[config.mk]
export PLATFORM = sky130hd
export DESIGN_NAME = sorted_key_set
export DESIGN_NICKNAME = d
export VERILOG_FILES = /design/src/hw/rtl/skset_pkg.sv /design/src/hw/rtl/skset_cell.sv /design/src/hw/rtl/sorted_key_set.sv
export VERILOG_INCLUDE_DIRS = /design/src /design/src/hw/rtl
export SDC_FILE = /design/constraint.sdc
export NUM_CORES = 2
export LEC_CHECK = 0
export ABC_CLOCK_PERIOD_IN_PS = 6300
export BUFFER_PORTS_ARGS = -buffer_cell sky130_fd_sc_hd__clkbuf_2
export CORE_UTILIZATION = 65
export DETAILED_ROUTE_END_ITERATION = 12
export PLACE_DENSITY = 0.88
export SLEW_MARGIN = 0
export SYNTH_ARGS = -nofsm -noshare
export SYNTH_HDL_FRONTEND = slang
export SYNTH_HIERARCHICAL = 1
export SYNTH_SLANG_ARGS = --single-unit
[constraint.sdc]
create_clock -name clk -period 6.3 [get_ports clk]
set_clock_uncertainty 0.15 [all_clocks]
set_input_delay 0.945 -clock clk [delete_from_list [all_inputs] [get_ports clk]]
set_output_delay 0.945 -clock clk [all_outputs]
set_load 0.02 [all_outputs]
[src/hw/rtl/sorted_key_set_defines.svh]
// assertion macros for the sorted key set
`ifndef SORTED_KEY_SET_DEFINES_SVH
`define SORTED_KEY_SET_DEFINES_SVH

// same-cycle implication, checked on every clk edge out of reset
`define SKS_ASSERT_IMPL(label, ante, cons) \
  label: assert property (@(posedge clk) disable iff (!rst_n) (ante) |-> (cons)) \
    else $error("sorted_key_set check failed");

// next-cycle implication
`define SKS_ASSERT_NEXT(label, ante, cons) \
  label: assert property (@(posedge clk) disable iff (!rst_n) (ante) |=> (cons)) \
    else $error("sorted_key_set check failed");

`endif

[src/hw/rtl/skset_pkg.sv]
// shared constants, codes and cell control type for the sorted key set
`timescale 1ns / 1ps
package skset_pkg;

  localparam int DEPTH_DEF     = 16;
  localparam int KEY_WIDTH_DEF = 32;

  localparam int MODE_W     = 3;
  localparam int KEY_PORT_W = 32;
  localparam int STATUS_W   = 2;
  localparam int OCC_W      = 5;

  localparam logic [MODE_W-1:0] MODE_INSERT  = 3'd0;
  localparam logic [MODE_W-1:0] MODE_RM_MIN  = 3'd1;
  localparam logic [MODE_W-1:0] MODE_RM_MAX  = 3'd2;
  localparam logic [MODE_W-1:0] MODE_RM_KEY  = 3'd3;
  localparam logic [MODE_W-1:0] MODE_QUERY   = 3'd4;
  localparam logic [MODE_W-1:0] MODE_CLEAR   = 3'd5;

  localparam logic [STATUS_W-1:0] ST_OK    = 2'd0;
  localparam logic [STATUS_W-1:0] ST_EMPTY = 2'd1;
  localparam logic [STATUS_W-1:0] ST_FULL  = 2'd2;
  localparam logic [STATUS_W-1:0] ST_DUP   = 2'd3;

  typedef struct packed {
    logic load_cmp;   // latch compare flags against the incoming key
    logic ins;        // open a slot at the insert position
    logic shl_all;    // every cell takes its right neighbor
    logic shl_pos;    // cells at or above the match take their right neighbor
    logic pick_eq;    // matching cell drives its key onto the pick bus
    logic pick_last;  // last occupied cell drives its key onto the pick bus
  } cell_ctrl_t;

endpackage

[src/hw/rtl/skset_cell.sv]
// one storage cell of the key chain: a key, its compare flags and shift muxing
`timescale 1ns / 1ps
module skset_cell #(
  parameter int DEPTH     = 16,
  parameter int KEY_WIDTH = 32,
  parameter int IDX       = 0
) (
  input  logic                           clk,
  input  skset_pkg::cell_ctrl_t          ctrl,
  input  logic [$clog2(DEPTH+1)-1:0]     count,
  input  logic [KEY_WIDTH-1:0]           cmp_key,
  input  logic [KEY_WIDTH-1:0]           ins_key,
  input  logic [KEY_WIDTH-1:0]           left_key,
  input  logic                           left_lt,
  input  logic [KEY_WIDTH-1:0]           right_key,
  output logic [KEY_WIDTH-1:0]           key_q,
  output logic                           lt_q,
  output logic                           eq_q,
  output logic [KEY_WIDTH-1:0]           pick_key
);
  import skset_pkg::*;

  localparam int CNT_W = $clog2(DEPTH+1);

  logic [KEY_WIDTH-1:0] key_r, key_nxt;
  logic                 lt_r, eq_r;
  logic                 occ, last;

  assign occ  = CNT_W'(IDX) < count;
  assign last = CNT_W'(IDX + 1) == count;

  always_comb begin
    key_nxt = key_r;
    if (ctrl.ins && !lt_r) begin
      // first cell not below the key takes it, the rest shift up
      key_nxt = left_lt ? ins_key : left_key;
    end else if (ctrl.shl_all || (ctrl.shl_pos && !lt_r)) begin
      key_nxt = right_key;
    end
  end

  always_ff @(posedge clk) begin
    key_r <= key_nxt;
    if (ctrl.load_cmp) begin
      lt_r <= occ && ($signed(key_r) < $signed(cmp_key));
      eq_r <= occ && (key_r == cmp_key);
    end
  end

  assign key_q    = key_r;
  assign lt_q     = lt_r;
  assign eq_q     = eq_r;
  assign pick_key = ((ctrl.pick_eq && eq_r) || (ctrl.pick_last && last)) ? key_r : '0;

endmodule

[src/hw/rtl/sorted_key_set.sv]
// sorted key set top: command decode, key count and a chain of DEPTH key cells
// the accepting edge latches the compare flags, the update-state edge registers out_valid
// a new word is taken only while idle; busy is high for the update cycle only
// the result register is loaded as the chain updates, so a new word may start
// while the previous result is on the ports; the receiver cannot stall
// reset (synchronous, rst_n low) empties the set; stored keys are not cleared
`timescale 1ns / 1ps
`include "sorted_key_set_defines.svh"
module sorted_key_set #(
  parameter int DEPTH     = skset_pkg::DEPTH_DEF,
  parameter int KEY_WIDTH = skset_pkg::KEY_WIDTH_DEF
) (
  input  logic                             clk,
  input  logic                             rst_n,
  input  logic                             start,
  output logic                             busy,
  input  logic [skset_pkg::MODE_W-1:0]     in_mode,
  input  logic [skset_pkg::KEY_PORT_W-1:0] in_key,
  output logic                             out_valid,
  output logic [skset_pkg::STATUS_W-1:0]   out_status,
  output logic [skset_pkg::KEY_PORT_W-1:0] out_removed_key,
  output logic [skset_pkg::OCC_W-1:0]      out_occupancy
);
  import skset_pkg::*;

  localparam int CNT_W = $clog2(DEPTH+1);
  localparam logic S_IDLE = 1'b0;
  localparam logic S_UPD  = 1'b1;

  logic                 state_r, state_nxt;
  logic [CNT_W-1:0]     count_r, count_nxt;
  logic [MODE_W-1:0]    mode_r;
  logic [KEY_WIDTH-1:0] key_r;
  logic [KEY_WIDTH-1:0] in_key_w;
  logic                 accept;
  logic                 held;

  logic                 out_valid_r;
  logic [STATUS_W-1:0]  out_status_r, status_nxt;
  logic [KEY_PORT_W-1:0] out_removed_key_r;
  logic [OCC_W-1:0]     out_occupancy_r;
  logic [KEY_WIDTH-1:0] removed_nxt;
  logic [KEY_WIDTH-1:0] pick_or;

  logic [KEY_WIDTH+KEY_PORT_W-1:0] in_key_ext;
  logic [KEY_WIDTH+KEY_PORT_W-1:0] rem_ext;
  logic [CNT_W+OCC_W-1:0]          occ_ext;

  cell_ctrl_t           ctrl;
  logic [DEPTH-1:0]     lt_v, eq_v;
  logic [KEY_WIDTH-1:0] key_v  [DEPTH];
  logic [KEY_WIDTH-1:0] pick_v [DEPTH];

  assign accept     = start && (state_r == S_IDLE);
  assign busy       = (state_r == S_UPD);
  assign in_key_ext = {{KEY_WIDTH{1'b0}}, in_key};
  assign in_key_w   = in_key_ext[KEY_WIDTH-1:0];
  assign held       = |eq_v;

  always_comb begin
    pick_or = '0;
    for (int i = 0; i < DEPTH; i++) begin
      pick_or = pick_or | pick_v[i];
    end
  end

  // decode: compare load on accept, chain control and results in the update cycle
  always_comb begin
    ctrl           = '0;
    ctrl.load_cmp  = accept;
    count_nxt      = count_r;
    status_nxt     = ST_OK;
    removed_nxt    = '0;
    state_nxt      = accept ? S_UPD : S_IDLE;
    if (state_r == S_UPD) begin
      ctrl.pick_eq   = (mode_r == MODE_RM_KEY);
      ctrl.pick_last = (mode_r == MODE_RM_MAX);
      case (mode_r)
        MODE_INSERT: begin
          if (held) begin
            status_nxt = ST_DUP;
          end else if (count_r == CNT_W'(DEPTH)) begin
            status_nxt = ST_FULL;
          end else begin
            ctrl.ins  = 1'b1;
            count_nxt = CNT_W'(count_r + 1'b1);
          end
        end
        MODE_RM_MIN: begin
          if (count_r == '0) begin
            status_nxt = ST_EMPTY;
          end else begin
            ctrl.shl_all = 1'b1;
            removed_nxt  = key_v[0];
            count_nxt    = CNT_W'(count_r - 1'b1);
          end
        end
        MODE_RM_MAX: begin
          if (count_r == '0) begin
            status_nxt = ST_EMPTY;
          end else begin
            removed_nxt = pick_or;
            count_nxt   = CNT_W'(count_r - 1'b1);
          end
        end
        MODE_RM_KEY: begin
          if (held) begin
            ctrl.shl_pos = 1'b1;
            removed_nxt  = pick_or;
            count_nxt    = CNT_W'(count_r - 1'b1);
          end else begin
            status_nxt = ST_EMPTY;
          end
        end
        MODE_QUERY: begin
          status_nxt = held ? ST_OK : ST_EMPTY;
        end
        MODE_CLEAR: begin
          count_nxt = '0;
        end
        default: begin
        end
      endcase
    end
  end

  assign rem_ext = {{KEY_PORT_W{1'b0}}, removed_nxt};
  assign occ_ext = {{OCC_W{1'b0}}, count_nxt};

  always_ff @(posedge clk) begin
    if (!rst_n) begin
      state_r     <= S_IDLE;
      count_r     <= '0;
      out_valid_r <= 1'b0;
    end else begin
      state_r     <= state_nxt;
      count_r     <= count_nxt;
      out_valid_r <= (state_r == S_UPD);
    end
  end

  always_ff @(posedge clk) begin
    if (accept) begin
      mode_r <= in_mode;
      key_r  <= in_key_w;
    end
    if (state_r == S_UPD) begin
      out_status_r      <= status_nxt;
      out_removed_key_r <= rem_ext[KEY_PORT_W-1:0];
      out_occupancy_r   <= occ_ext[OCC_W-1:0];
    end
  end

  genvar g;
  generate
    for (g = 0; g < DEPTH; g++) begin : g_cell
      logic [KEY_WIDTH-1:0] left_key, right_key;
      logic                 left_lt;
      if (g == 0) begin : g_first
        // nothing sits left of the head, so it takes the new key whenever its own key is not below it
        assign left_key = key_r;
        assign left_lt  = 1'b1;
      end else begin : g_inner
        assign left_key = key_v[g-1];
        assign left_lt  = lt_v[g-1];
      end
      if (g == DEPTH - 1) begin : g_tail
        assign right_key = key_v[g];
      end else begin : g_body
        assign right_key = key_v[g+1];
      end

      skset_cell #(
        .DEPTH     (DEPTH),
        .KEY_WIDTH (KEY_WIDTH),
        .IDX       (g)
      ) u_cell (
        .clk       (clk),
        .ctrl      (ctrl),
        .count     (count_r),
        .cmp_key   (in_key_w),
        .ins_key   (key_r),
        .left_key  (left_key),
        .left_lt   (left_lt),
        .right_key (right_key),
        .key_q     (key_v[g]),
        .lt_q      (lt_v[g]),
        .eq_q      (eq_v[g]),
        .pick_key  (pick_v[g])
      );
    end
  endgenerate

  assign out_valid       = out_valid_r;
  assign out_status      = out_status_r;
  assign out_removed_key = out_removed_key_r;
  assign out_occupancy   = out_occupancy_r;

  `SKS_ASSERT_NEXT(a_accept_busy, accept, busy)
  `SKS_ASSERT_NEXT(a_busy_result, busy, out_valid && !busy)
  `SKS_ASSERT_IMPL(a_count_range, 1'b1, count_r <= CNT_W'(DEPTH))
  `SKS_ASSERT_IMPL(a_single_match, busy, $onehot0(eq_v))

endmodule
==> impl_metrics.tcl <==
set metrics [dict create \
    clk_pin_slew_worst_paths_ns 0.06 \
    cp_max_fo 64 \
    syn-num-nets 5740 \
    cellInternalPower_mw 7.42 \
    htreeDepth 3 \
    async_reset_ff_share_pct 0 \
    combPwrFrac_pct 10.9 \
    cts_hold_buf 0 \
    setup_viol 0 \
    antenna_found_initial 1 \
    wl_per_cell_um 26.9 \
    p_leak_nw 23.7 \
    clkLatencyLatePin_ns 0.64 \
    hold_class "input port to flip-flop" \
    ys_types 81 \
    fin_crit_ns 4.80 \
    root_buffer "clkbuf_16" \
    dpl.hpwl_um 117000 \
    power_density_nw_per_um2 193 \
    routed_wirelength_um 166000 \
    postCtsSetupBuffers 0 \
    slew_viol_final 0 \
    rsz0062_at_grt "false" \
    slew_headroom_pct 1.41 \
    multiInputGateArea_sq_um 27200 \
    worstSetupPathType "flip-flop to flip-flop" \
    synth_edf_count 618 \
    finalSetupTns_ns 0 \
    gp_congestion 0.987 \
    tightestPinTransition_ns 1.47 \
    ys_seq_area_share_pct 38.5 \
    yosysWarnings 6 \
    synth_ff_type "edfxtp_1" \
    cts_tree "done" \
    vias 43300 \
    finalHoldViolCount 0 \
    start_util_pct 66.1 \
    seq_power_share_pct 47.2 \
    io_buffers 78 \
    maxCapViolCount 0 \
    clkPwrFrac_pct 41.9 \
    dieArea_sq_um 75800 \
    synth-seq-cells 625 \
    dp_slack_ns 2.12 \
    netlist_instances 5188 \
    setup_slack_ns 1.50 \
    clock.fmax_mhz 208 \
    vdd_ir_drop_max_mv 0.178 \
    status "finished clean" \
    pin_count 79 \
    whs_ns 0.343 \
    end_kind "flip-flop" \
    grt_pass1_vias 41600 \
    die_y_um 275 \
    vias_per_cell 7.03 \
    fillers 5225 \
    syn_to_final_growth_pct 7.37 \
    dr.first_iter.drc_count 6945 \
    cp.required_ns 6.51 \
    cts_sinks 625 \
    core-area_sq_um 73500 \
    clockBufferDepth 3 \
    first_pass_iters 7 \
    cts_buffers 73 \
    grt_pass1_wl_um 247000 \
    ant_nets 0 \
    die_w_um 275 \
    finalCritPeriodShare_pct 76.1 \
    p_sw_share_pct 26.3 \
    cp-start-kind "flip-flop" \
    cts-resized-gates 0 \
    grt_usage_pct 43.1 \
    drc 0 \
    avgSynthCellArea_sq_um 9.36 \
    grt_start_max_net_pins 65 \
    p_switching_mw 2.65 \
    synth_area_sq_um 48600 \
    final_common_cell "nand2_1" \
    final_cell_mix "665 x nand2_1, 618 x edfxtp_1, 555 x o21ai_0" \
    finalNetCount 5704 \
    grt_overflow 0 \
    row_count 99 \
    worstPathArrival_ns 5.01 \
    seq_area_sq_um 18700 \
    drive_above_1_share_pct 6.42 \
]
==> power groups by stage <==
stage	Clock [mW]	Combinational [mW]	Sequential, mW
global route	4.36	1.17	4.76
global placement	0	0.977	4.83
finish	4.22	1.10	4.76
floorplan	0	0.698	4.77
detailed placement	0	1.03	4.84
CTS	4.22	1.05	4.75
==> worst max-delay path, stage by stage (launching register included) <==
cell	delay (ns)
edfxtp_1	0.40
nor4_1	1.01
and4_1	0.69
and3_1	0.24
buf_4	0.40
nand2b_2	0.82
o21ai_0	0.78
==> per-stage QoR <==
step	std cells	total power [mW]	area (sq um)	util (%)
2_1_floorplan	5188	5.47	48600	-
3_3_place_gp	6036	5.81	49800	67.9
3_5_place_dp	6036	5.87	49800	67.9
4_1_cts	6165	10.0	52100	71.0
5_1_grt	6165	10.3	52100	71.0
6_report	6166	10.1	52100	71.0
==> cell families (layout without fill, tap and decap cells) <==
family | Yosys count | after routing | share of synthesized area [%]
AO/OA/AOI/OAI | 1030 | 1030 | 12.3
XOR/XNOR | 4 | 4 | 0.0721
adder cells (fa/ha/maj) | 514 | 514 | 13.2
buffers and inverters | 782 | 800 | 6.21
flip-flops | 625 | 625 | 38.5
multiplexers | 524 | 524 | 10.8
other | 1 | 2 | 0.00772
AND/OR/NAND/NOR | 1708 | 1708 | 18.9
==> per-layer routing <==
metal	vias to the layer above	part of all wire, %	global-route usage (%)
li1	18500	-	-
met1	20100	34	52.9
met2	3695	44	67.2
met3	977	13	8.39
met4	0	9.3	32.8
met5	-	0	0
==> sequential cells by signal, indices dropped and copies added, names as in the netlist <==
register             count
g_cell.left_key         32
g_cell.u_cell/lt_q      16
out_occupancy            5
count_r                  5
out_status               2
g_cell.u_cell/key_q    512
g_cell.u_cell/eq_q      16
out_removed_key         32
out_valid                1
mode_r                   3
busy                     1
==> synthesized netlist by cell type, types with 7 or more instances <==
| library cell | count | area [sq um] |
|---|---|---|
| nand2_1 | 665 | 2500 |
| edfxtp_1 | 618 | 18600 |
| o21ai_0 | 556 | 2780 |
| inv_1 | 544 | 2040 |
| and2_1 | 515 | 3220 |
| mux2i_1 | 515 | 5150 |
| ha_1 | 514 | 6430 |
| a21oi_1 | 197 | 986 |
| clkbuf_1 | 180 | 676 |
| nor4_1 | 155 | 970 |
| nand4_1 | 85 | 532 |
| nor2_1 | 76 | 285 |
| buf_2 | 57 | 285 |
| o21ai_1 | 45 | 225 |
| and4_1 | 41 | 359 |
| a21o_1 | 35 | 263 |
| a22o_1 | 34 | 298 |
| nand3_1 | 30 | 150 |
| nand2b_1 | 29 | 181 |
| nor2b_1 | 23 | 144 |
| o21bai_1 | 18 | 135 |
| a211oi_1 | 17 | 128 |
| nor3_1 | 15 | 75.1 |
| a2111oi_0 | 13 | 114 |
| nand4_2 | 13 | 163 |
| o31a_1 | 13 | 114 |
| a31oi_1 | 11 | 68.8 |
| a221oi_1 | 10 | 87.6 |
| a32o_1 | 10 | 100 |
| nor4_2 | 10 | 125 |
| o211ai_1 | 10 | 75.1 |
| o21a_1 | 10 | 75.1 |
| nor4b_1 | 9 | 78.8 |
| a22oi_1 | 8 | 60.1 |
| a21oi_2 | 7 | 61.3 |
| and4bb_2 | 7 | 87.6 |
| dfxtp_1 | 7 | 140 |
==> path summary, 6_finish.rpt <==
check,endpoint,slack [ns],start,cells past startpoint
max,g_cell[1].u_cell/key_q[20],1.50,g_cell[1].u_cell/eq_q,6
min,mode_r[0],0.34,in_mode[0],1
max reg2reg,g_cell[1].u_cell/key_q[20],1.50,g_cell[1].u_cell/eq_q,6
min reg2reg,count_r[1],0.45,count_r[1],2
==> final cells by class <==
cell class	instances	share of cell area (%)
Sequential cell	625	35.9
Antenna cell	1	0.00480
Multi-Input combinational cell	3781	52.1
Timing Repair Buffer	127	1.45
Clock buffer	92	3.84
Tap cell	959	2.30
Clock inverter	37	0.549
Inverter	544	3.92
Power figures use the tool's default switching activity.
